==> src/hw/rtl/ets_pkg.sv <==
// ----------------------------------------------------------------------------
// ets_pkg
// Shared types, character codes and helper functions for the expression
// token scanner.
// ----------------------------------------------------------------------------
package ets_pkg;

    // Width of the position and length counters, 8 to 32.
    localparam int POSITION_WIDTH = 16;

    // Width of the position and length fields on the result ports.
    localparam int FIELD_W = 16;

    // Counters saturate at the smaller of 2^POSITION_WIDTH - 1 and 65535,
    // so they never need more bits than the result field.
    localparam int CNT_W = (POSITION_WIDTH < FIELD_W) ? POSITION_WIDTH : FIELD_W;

    // Token queue between the scanner front and the result port.
    localparam int QUEUE_DEPTH = 8;
    localparam int QPTR_W      = $clog2(QUEUE_DEPTH);
    localparam int QCNT_W      = $clog2(QUEUE_DEPTH + 1);

    typedef logic [CNT_W-1:0] count_t;

    typedef enum logic [3:0] {
        KIND_PLUS    = 4'd0,
        KIND_MINUS   = 4'd1,
        KIND_STAR    = 4'd2,
        KIND_SLASH   = 4'd3,
        KIND_CARET   = 4'd4,
        KIND_LPAREN  = 4'd5,
        KIND_RPAREN  = 4'd6,
        KIND_LBRACE  = 4'd7,
        KIND_RBRACE  = 4'd8,
        KIND_COMMA   = 4'd9,
        KIND_EOF     = 4'd10,
        KIND_ILLEGAL = 4'd11,
        KIND_IDENT   = 4'd12,
        KIND_NUMBER  = 4'd13
    } kind_t;

    localparam logic [7:0] CH_NUL    = 8'h00;
    localparam logic [7:0] CH_TAB    = 8'h09;
    localparam logic [7:0] CH_LF     = 8'h0A;
    localparam logic [7:0] CH_CR     = 8'h0D;
    localparam logic [7:0] CH_SPACE  = 8'h20;
    localparam logic [7:0] CH_LPAREN = 8'h28;
    localparam logic [7:0] CH_RPAREN = 8'h29;
    localparam logic [7:0] CH_STAR   = 8'h2A;
    localparam logic [7:0] CH_PLUS   = 8'h2B;
    localparam logic [7:0] CH_COMMA  = 8'h2C;
    localparam logic [7:0] CH_MINUS  = 8'h2D;
    localparam logic [7:0] CH_DOT    = 8'h2E;
    localparam logic [7:0] CH_SLASH  = 8'h2F;
    localparam logic [7:0] CH_0      = 8'h30;
    localparam logic [7:0] CH_9      = 8'h39;
    localparam logic [7:0] CH_UC_A   = 8'h41;
    localparam logic [7:0] CH_UC_Z   = 8'h5A;
    localparam logic [7:0] CH_CARET  = 8'h5E;
    localparam logic [7:0] CH_UNDER  = 8'h5F;
    localparam logic [7:0] CH_LC_A   = 8'h61;
    localparam logic [7:0] CH_LC_Z   = 8'h7A;
    localparam logic [7:0] CH_LBRACE = 8'h7B;
    localparam logic [7:0] CH_RBRACE = 8'h7D;

    typedef struct packed {
        kind_t              kind;
        logic [7:0]         ch;
        logic [FIELD_W-1:0] start;
        logic [FIELD_W-1:0] len;
        logic               last;
    } token_t;

    // Tokens produced by one input word: count is 0, 1 or 2, first goes first.
    typedef struct packed {
        logic [1:0] count;
        token_t     first;
        token_t     second;
    } tok_pair_t;

    function automatic logic is_word_char(input logic [7:0] c);
        return (c >= CH_LC_A && c <= CH_LC_Z) || (c >= CH_UC_A && c <= CH_UC_Z)
            || c == CH_UNDER;
    endfunction

    function automatic logic is_num_char(input logic [7:0] c);
        return (c >= CH_0 && c <= CH_9) || c == CH_DOT;
    endfunction

    function automatic logic is_space_char(input logic [7:0] c);
        return c == CH_SPACE || c == CH_TAB || c == CH_LF || c == CH_CR;
    endfunction

    function automatic logic is_single_char(input logic [7:0] c);
        return c == CH_PLUS || c == CH_MINUS || c == CH_STAR || c == CH_SLASH
            || c == CH_CARET || c == CH_LPAREN || c == CH_RPAREN
            || c == CH_LBRACE || c == CH_RBRACE || c == CH_COMMA;
    endfunction

    function automatic kind_t single_kind(input logic [7:0] c);
        kind_t k;
        case (c)
            CH_PLUS:   k = KIND_PLUS;
            CH_MINUS:  k = KIND_MINUS;
            CH_STAR:   k = KIND_STAR;
            CH_SLASH:  k = KIND_SLASH;
            CH_CARET:  k = KIND_CARET;
            CH_LPAREN: k = KIND_LPAREN;
            CH_RPAREN: k = KIND_RPAREN;
            CH_LBRACE: k = KIND_LBRACE;
            CH_RBRACE: k = KIND_RBRACE;
            CH_COMMA:  k = KIND_COMMA;
            default:   k = KIND_ILLEGAL;
        endcase
        return k;
    endfunction

    // Saturate at all ones of the counter width.
    function automatic count_t sat_inc(input count_t v);
        return (v == {CNT_W{1'b1}}) ? v : count_t'(v + count_t'(1));
    endfunction

endpackage

==> src/hw/rtl/ets_front.sv <==
// ----------------------------------------------------------------------------
// ets_front
// Scanner front: classifies each input word, tracks the open run and the
// byte position, and hands zero, one or two tokens to the token queue.
// ----------------------------------------------------------------------------
module ets_front
    import ets_pkg::*;
(
    input  logic       clk,
    input  logic       rst_n,
    input  logic       accept,
    input  logic [7:0] input_byte,
    output tok_pair_t  tokens
);

    typedef enum logic [1:0] {
        MODE_IDLE   = 2'd0,
        MODE_IDENT  = 2'd1,
        MODE_NUMBER = 2'd2
    } mode_t;

    mode_t  mode_reg, mode_next;
    count_t run_start_reg, run_start_next;
    count_t run_len_reg, run_len_next;
    count_t pos_reg, pos_next;

    logic   in_run;
    logic   run_cont;
    logic   is_word;
    logic   is_num;
    logic   is_single;
    logic   own_valid;
    token_t run_tok;
    token_t own_tok;

    always_comb
    begin
        is_word   = is_word_char(input_byte);
        is_num    = is_num_char(input_byte);
        is_single = is_single_char(input_byte);
        in_run    = (mode_reg == MODE_IDENT) || (mode_reg == MODE_NUMBER);
        run_cont  = (mode_reg == MODE_IDENT && is_word)
                 || (mode_reg == MODE_NUMBER && is_num);

        // Token of this word itself, if it makes one.
        own_valid     = !run_cont && (input_byte == CH_NUL || is_single
                        || (!is_word && !is_num && !is_space_char(input_byte)));
        own_tok.ch    = input_byte;
        own_tok.start = FIELD_W'(pos_reg);
        own_tok.len   = FIELD_W'(1);
        own_tok.last  = 1'b1;
        if (input_byte == CH_NUL)
        begin
            own_tok.kind = KIND_EOF;
            own_tok.len  = '0;
        end
        else
        begin
            own_tok.kind = single_kind(input_byte);
        end

        // Token of the run that this word closes.
        run_tok.kind  = (mode_reg == MODE_IDENT) ? KIND_IDENT : KIND_NUMBER;
        run_tok.ch    = '0;
        run_tok.start = FIELD_W'(run_start_reg);
        run_tok.len   = FIELD_W'(run_len_reg);
        run_tok.last  = !own_valid;

        tokens.second = own_tok;
        if (in_run && !run_cont)
        begin
            tokens.first = run_tok;
            tokens.count = own_valid ? 2'd2 : 2'd1;
        end
        else
        begin
            tokens.first = own_tok;
            tokens.count = own_valid ? 2'd1 : 2'd0;
        end
        if (!accept)
        begin
            tokens.count = 2'd0;
        end

        mode_next      = mode_reg;
        run_start_next = run_start_reg;
        run_len_next   = run_len_reg;
        pos_next       = pos_reg;
        if (accept)
        begin
            if (run_cont)
            begin
                run_len_next = sat_inc(run_len_reg);
                pos_next     = sat_inc(pos_reg);
            end
            else
            begin
                mode_next = MODE_IDLE;
                if (input_byte == CH_NUL)
                begin
                    pos_next = '0;
                end
                else
                begin
                    // Open a new run on a word or number character.
                    if (!is_single && (is_word || is_num))
                    begin
                        mode_next      = is_word ? MODE_IDENT : MODE_NUMBER;
                        run_start_next = pos_reg;
                        run_len_next   = count_t'(1);
                    end
                    pos_next = sat_inc(pos_reg);
                end
            end
        end
    end

    always_ff @(posedge clk or negedge rst_n)
    begin
        if (!rst_n)
        begin
            mode_reg      <= MODE_IDLE;
            run_start_reg <= '0;
            run_len_reg   <= '0;
            pos_reg       <= '0;
        end
        else
        begin
            mode_reg      <= mode_next;
            run_start_reg <= run_start_next;
            run_len_reg   <= run_len_next;
            pos_reg       <= pos_next;
        end
    end

endmodule

==> src/hw/rtl/ets_token_queue.sv <==
// ----------------------------------------------------------------------------
// ets_token_queue
// Token queue: takes up to two tokens a cycle, gives out one a cycle in order.
// ----------------------------------------------------------------------------
module ets_token_queue
    import ets_pkg::*;
(
    input  logic      clk,
    input  logic      rst_n,
    input  tok_pair_t wr,
    output logic      no_room,
    output logic      empty,
    input  logic      pop,
    output token_t    head
);

    token_t              mem [QUEUE_DEPTH];
    logic [QPTR_W-1:0]   wr_ptr_reg, wr_ptr_next;
    logic [QPTR_W-1:0]   rd_ptr_reg, rd_ptr_next;
    logic [QCNT_W-1:0]   count_reg, count_next;
    logic                do_pop;
    logic [QPTR_W-1:0]   wr_ptr_plus1;

    always_comb
    begin
        empty        = (count_reg == '0);
        // Hold the input off unless two entries are free.
        no_room      = (count_reg > QCNT_W'(QUEUE_DEPTH - 2));
        do_pop       = pop && !empty;
        head         = mem[rd_ptr_reg];
        wr_ptr_plus1 = wr_ptr_reg + QPTR_W'(1);
        wr_ptr_next  = wr_ptr_reg + QPTR_W'(wr.count);
        rd_ptr_next  = rd_ptr_reg + QPTR_W'(do_pop);
        count_next   = count_reg + QCNT_W'(wr.count) - QCNT_W'(do_pop);
    end

    always_ff @(posedge clk)
    begin
        if (wr.count != 2'd0)
        begin
            mem[wr_ptr_reg] <= wr.first;
        end
        if (wr.count == 2'd2)
        begin
            mem[wr_ptr_plus1] <= wr.second;
        end
    end

    always_ff @(posedge clk or negedge rst_n)
    begin
        if (!rst_n)
        begin
            wr_ptr_reg <= '0;
            rd_ptr_reg <= '0;
            count_reg  <= '0;
        end
        else
        begin
            wr_ptr_reg <= wr_ptr_next;
            rd_ptr_reg <= rd_ptr_next;
            count_reg  <= count_next;
        end
    end

endmodule

==> src/hw/rtl/expression_token_scanner.sv <==
// ----------------------------------------------------------------------------
// expression_token_scanner
// Splits an arithmetic-expression text, one byte per word, into tokens.
// ----------------------------------------------------------------------------
// Push one text byte per cycle; a zero byte ends the text, closes any open
// identifier or number run, emits an EOF token and sets the position back to
// zero. The scanner front classifies each byte and writes zero, one or two
// tokens (a closed run, then the byte's own token) into an 8-entry token
// queue; the result side drains it one token per cycle while pop is high and
// it is not empty, and tokens wait there until popped. Since a byte can add
// two tokens, full rises whenever fewer than two queue entries are free; the
// block takes a byte whenever full is low, and holding pop high does not keep
// full low. last_of_run marks the final token of each byte. Start position
// and length saturate at 65535.
// ----------------------------------------------------------------------------
module expression_token_scanner
    import ets_pkg::*;
(
    input  logic               clk,
    input  logic               rst_n,

    // Text byte side
    input  logic               push,
    output logic               full,
    input  logic [7:0]         input_byte,

    // Token side
    output logic               empty,
    input  logic               pop,
    output logic [3:0]         token_kind,
    output logic [7:0]         token_char,
    output logic [FIELD_W-1:0] start_position,
    output logic [FIELD_W-1:0] token_length,
    output logic               last_of_run
);

    tok_pair_t tokens;
    token_t    head;
    logic      accept;

    // Take a byte only when the queue can absorb its worst case of two tokens.
    assign accept = push && !full;

    ets_front u_front (
        .clk        (clk),
        .rst_n      (rst_n),
        .accept     (accept),
        .input_byte (input_byte),
        .tokens     (tokens)
    );

    ets_token_queue u_queue (
        .clk     (clk),
        .rst_n   (rst_n),
        .wr      (tokens),
        .no_room (full),
        .empty   (empty),
        .pop     (pop),
        .head    (head)
    );

    // Drive the oldest waiting token onto the result ports.
    assign token_kind     = head.kind;
    assign token_char     = head.ch;
    assign start_position = head.start;
    assign token_length   = head.len;
    assign last_of_run    = head.last;

endmodule
==> config.mk <==
export PLATFORM = sky130hd
export DESIGN_NAME = expression_token_scanner
export DESIGN_NICKNAME = d
export VERILOG_FILES = /design/src/hw/rtl/ets_pkg.sv /design/src/hw/rtl/ets_front.sv /design/src/hw/rtl/ets_token_queue.sv /design/src/hw/rtl/expression_token_scanner.sv
export SDC_FILE = /design/constraint.sdc
export NUM_CORES = 1
export LEC_CHECK = 0
export BUFFER_PORTS_ARGS = -buffer_cell sky130_fd_sc_hd__buf_2
export CAP_MARGIN = 20
export CORE_MARGIN = 4
export CORE_UTILIZATION = 60
export CTS_CLUSTER_DIAMETER = 30
export DETAILED_ROUTE_END_ITERATION = 10
export PLACE_DENSITY = 0.81
export SYNTH_ARGS = -nofsm -noshare
export SYNTH_HDL_FRONTEND = slang
export SYNTH_HIERARCHICAL = 1
export SYNTH_SLANG_ARGS = --single-unit
==> constraint.sdc <==
create_clock -name clk -period 8.3 [get_ports clk]
set_clock_uncertainty 0.2 [all_clocks]
set_input_delay 0.83 -clock clk [delete_from_list [all_inputs] [get_ports clk]]
set_output_delay 0.83 -clock clk [all_outputs]
set_load 0.005 [all_outputs]
# After elaboration in Yosys (flattened, before gate mapping)
# Memory sizes are Yosys's and may differ from the RTL's.
# Index checks and enable logic that the tools add are counted.
# W data, S select, Z words.
dict set report word_totals {
  ff_bits 60
  ramBits 360
  wordCells 116
  mem_count 1
}
dict set report classes {
  n_addsub 7
  magnitude_cmp 7
  eq_ne 23
  mux 22
  n_bitwise 2
  reduce_logical 47
}
# memory depth word_bits rd rd_ports_with_merged_regs write_ports line_no
set mem_list {}
lappend mem_list {u_queue.mem 8 45 1 0 2 ets_token_queue.sv:17} ;# token_t mem [QUEUE_DEPTH];
# op count
set op_table {}
lappend op_table {{$mux W16} 7}
lappend op_table {{$eq A8 B6 Y1 const B} 9}
lappend op_table {{$mux W47} 1}
lappend op_table {{$pmux W4 S10} 1}
lappend op_table {{$add A16 B1 Y16 const B} 2}
lappend op_table {{$eq A16 B16 Y1 const B} 2}
lappend op_table {{$eq A8 B7 Y1 const B} 4}
lappend op_table {{$eq A8 B4 Y1 const B} 3}
lappend op_table {{$logic_or A1 B1 Y1} 20}
lappend op_table {{$ge A8 B7 Y1 const B} 2}
lappend op_table {{$le A8 B7 Y1 const B} 2}
lappend op_table {{$logic_and A1 B1 Y1} 12}
lappend op_table {{$mux W2} 5}
lappend op_table {{$ge A8 B6 Y1 const B} 1}
lappend op_table {{$le A8 B6 Y1 const B} 1}
lappend op_table {{$logic_not A1 Y1} 8}
lappend op_table {{$logic_not A8 Y1} 1}
lappend op_table {{$reduce_and A4 Y1} 2}
lappend op_table {{$mux W1} 7}
lappend op_table {{$add A4 B2 Y4} 1}
lappend op_table {{$eq A2 B2 Y1 const B} 2}
lappend op_table {{$gt A4 B3 Y1 const B} 1}
lappend op_table {{$logic_not A4 Y1} 1}
lappend op_table {{$mux W4} 1}
lappend op_table {{10 further kinds} 12}

# Logic depth before layout (Yosys ltp)
dict set report depth {
  ltp_word 19
  mapped_depth 15
  ltp_nobuf 14
}

# Cells and area by module
# The synthesis kept the hierarchy.
# module instances cells_each area_each_um2 seq_area_each_um2
set modules_own_cells {}
lappend modules_own_cells {ets_token_queue 1 986 18607.8 11060.6}
lappend modules_own_cells {ets_front 1 389 3664.8 1251.2}
lappend modules_own_cells {expression_token_scanner 1 1 13.8 0.0}

# Worst setup path before layout
# No wires, ideal clock.
dict set report synth_path {
  path_type {in2reg}
  start {in input_byte[6]}
  end {mem u_queue/mem[1][0] (netlist bit) (enable)}
  setup_ns 0.515
  arrival_ns 6.191
  path_slack_ns 1.394
  cell_stages 10
  path_buffers 2
  cell_sequence {buf_2 > nor4b_4 > a32oi_1 > o22ai_2 > nor2_4 > clkbuf_1 > ha_1 > and2_1 > o21ai_0 > o31ai_1}
}
# item line_no
set synth_lines {}
lappend synth_lines {{from (decl)} expression_token_scanner.sv:25} ;# input logic [7:0] input_byte,
lappend synth_lines {{to (decl)} ets_token_queue.sv:17}

# Final worst setup path
dict set report layout_path {
  start {reg u_queue.rd_ptr_reg[0]}
  end {out token_char[3]}
}
dict set report layout_via {
  elab_chain_cells 1
}
# item line_no
set layout_rtl {}
lappend layout_rtl {{from (decl)} ets_token_queue.sv:19} ;# logic [QPTR_W-1:0] rd_ptr_reg, rd_ptr_next;
lappend layout_rtl {{from (signal assigned)} ets_token_queue.sv:60} ;# rd_ptr_reg <= rd_ptr_next;
lappend layout_rtl {{$mem_v2 Z8 W45} n/a}
lappend layout_rtl {{to (decl)} expression_token_scanner.sv:31} ;# output logic [7:0] token_char,
# Every way passes these cells.

==> run_results.csv <==
group,metric,value,unit
outcome,status,"finished, final reports clean",
worst_setup_path,ff2ff_path_depth,10,
synth,synth_cells,1376,
sta,maxSlewHeadroom,26.7,%
synth,synth_edf_count,360,
pwr,power_frac_comb,31.0,%
layout,regMostFlops,"u_queue/mem",
layout,n_fill_cell,2283,
sta,hold_viol_final,0,
routing,drc,0,
placed_design,port_buffers,58,
synth,ys.flop_type,"edfxtp_1",
worst_setup_path,crit_fanout,41,
synth,ys_seq_elements,420,
routing,wl_met2,27600,um
layout,fin_cells,1993,
sta,final_max_slew_viol_count,0,
global_routing,antenna_found_initial,0,
cts,ctsLongestPathBuffers,3,
global_routing,grt_max_degree,67,
worst_setup_path,path_class,"reg -> out",
routing,vias,13200,
floorplan,io_pins,59,
pwr,irDropWorstVdd,0.000239,V
routing,avgViaCountPerCell,6.62,
layout,drive_above_1_share,51.2,%
floorplan,start_util,60.9,%
worst_setup_path,timing.rr.end,"u_queue/mem[0][16]",
pwr,p_int,6.59,mW
global_routing,grt_pass1_wl,83500,um
cts,cts_resized,0,
flow_run,drv_cap,0,
pwr,p_leak,9.61,nW
worst_setup_path,critPathMaxStageDelay,0.83,ns
floorplan,coreArea,0.0366,mm^2
pwr,clock_power_share,36.6,%
cts,tritoncts,"yes",
worst_setup_path,crit_path_frequent_cell,"buf_4",
cts,cts_root_buf,"clkbuf_16",
sta,finalSetupTns,0,ns
global_routing,first_global_vias,13900,
routing,routed-wl-met3,3830,um
routing,first_iter_violations,1227,
worst_setup_path,end_kind,"primary output",
layout,nets,1485,
layout,seq_area,0.0123,mm^2
worst_setup_path,crit_path_start_kind,"flop",
floorplan,rows,70,
sta,fmax,203,MHz
cts,cts-htree-levels,3,
layout,layout_commonest_cell,"mux2_2",
worst_setup_path,cp_top_family,"buffers and inverters",
sta,rsz0062_at_grt,"false",
placed_design,dpl.cell_count,1834,
sta,finalSetupViolCount,0,
floorplan,die_x,201,um
pwr,swShare,30.2,%
floorplan,die_area,0.0403,mm^2
pwr,power_frac_seq,32.4,%
synth,ys_types,79,
worst_setup_path,r2r-start,"u_queue/count_reg[3]",
routing,drtPass1Iterations,6,
layout,finish.utilization,70.3,%
placed_design,dpl.hpwl,28400,um
cts,insertion_delay,0.58,ns
layout,largest_reg_flops,360,
placed_design,place_congestion,0.851,
synth,netlist_area,0.0223,mm^2
cts,clk_pin_slew_worst_paths,0.05,ns
global_routing,grt_usage,26.8,%
routing,avgRoutedWirePerCell,27.3,um
synth,yosysWarnings,6,
worst_hold_path,min_path_type,"in -> async",
sta,fin_crit_sh,59.2,%
worst_setup_path,cp.required,7.27,ns
synth,synth-seq-area-share,55.2,%
routing,wl_met1,21100,um
routing,final_antenna_net_count,0,
sta,min_period,4.92,ns
worst_setup_path,crit_buf_inv,3,
cts,cts_made_buffers,85,
cts,cts_hold_buf,0,
worst_setup_path,cp_data_arrival_time,3.89,ns
cts,postCtsSetupBuffers,0,
pwr,switchingPower,2.86,mW
sta,worst_slew_pin_slew,1.10,ns
worst_setup_path,critical_path.cell_chain,"buf_4 -> buf_4 -> mux4_2 -> mux2_2 -> buf_2",
layout,antennaDiodeCount,0,
cts,clkSinkCount,420,
synth,async_reset_ff_share,14.3,%
layout,multi_input_area,0.00935,mm^2
floorplan,chipHeight,201,um
layout,final_cell_mix,"421 x mux2_2, 360 x edfxtp_1, 90 x mux4_2, 88 x clkbuf_16, 59 x buf_2",
worst_setup_path,reg2reg_setup_slack,3.76,ns
global_routing,grt-ovfl-total,0,
pwr,powerDensity,367,mW/mm^2
layout,area_growth,15.5,%
synth,synth.avg_cell_area,16.2,um^2
routing,wl,54400,um
routing,highest_layer,"met4",
worst_setup_path,cp_slowest_cell,"buf_4",
-- cell usage after synthesis (19+ instances only) --
master    number  area share, %
mux2_2       421             21
edfxtp_1     360             49
mux4_2        90            9.1
dfrtp_1       60            6.7
buf_4         40            1.3
nand2_1       27           0.45
clkbuf_1      24           0.40
and2_1        23           0.65
buf_2         20           0.45
nor2_1        20           0.34
inv_1         19           0.32
-- worst register-to-register path, delay by kind of cell, from the launching register on --
kind / cells / cell delay (ns)
AND/OR/NAND/NOR: 4 / 1.10
flip-flops: 1 / 0.37
buffers and inverters: 2 / 0.72
adder cells (fa/ha/maj): 1 / 0.14
AO/OA/AOI/OAI: 3 / 1.59
-- per-layer routing --
metal,global-route usage [%],vias up
li1,-,5668
met2,45.6,666
met1,35.0,6707
met5,0,-
met3,4.39,146
met4,10.1,0
-- logic make-up after synthesis --
| logic type | synth area share (%) |
|---|---|
| buffers and inverters | 3.53 |
| other | 0.0337 |
| muxes | 31.6 |
| xor gates and xnor gates | 0.640 |
| and+or+nand+nor | 4.95 |
| DFF | 55.2 |
| adders and majority gates | 1.08 |
| AOI/OAI and AO/OA | 2.96 |
-- power by group through the flow --
stage | Combinational, mW | Clock (mW) | Sequential [mW]
after CTS | 2.94 | 3.49 | 3.07
after global placement | 2.83 | 0 | 3.08
after floorplan | 2.11 | 0 | 2.99
after global routing | 3.12 | 3.60 | 3.10
after detailed placement | 2.88 | 0 | 3.10
final | 2.93 | 3.46 | 3.07
-- per-stage QoR --
step / power [mW] / hold slack [ns] / area, um^2 / setup WS (ns)
final: 9.45 / 0.231 / 25700 / 3.38
after global routing: 9.83 / 0.273 / 25700 / 3.10
after CTS: 9.50 / 0.249 / 25700 / 3.27
after detailed placement: 5.97 / 0.289 / 22800 / 2.70
after global placement: 5.91 / 0.282 / 22800 / 2.84
after floorplan: 5.10 / 0.274 / 22300 / 1.39
-- worst max path at each step --
| stage | cells past startpoint | endpoint | startpoint | slack (ns) |
|---|---|---|---|---|
| after global placement | 10 | u_queue/mem[1][4] | input_byte[4] | 2.84 |
| after floorplan | 10 | u_queue/mem[1][0] | input_byte[6] | 1.39 |
| final | 5 | token_char[3] | u_queue/rd_ptr_reg[0] | 3.38 |
| after CTS | 5 | token_char[3] | u_queue/rd_ptr_reg[0] | 3.27 |
| after detailed placement | 10 | u_queue/mem[1][17] | input_byte[4] | 2.70 |
| after global routing | 5 | token_char[3] | u_queue/rd_ptr_reg[0] | 3.10 |
-- cell type report --
class,instances,area share (%)
Clock inverter,51,2.40
Clock buffer,106,9.02
Timing Repair Buffer,82,1.81
Sequential cell,420,47.9
Tap cell,468,2.28
Multi-Input combinational cell,846,36.3
Inverter,20,0.292
Power figures use the tool's default switching activity.
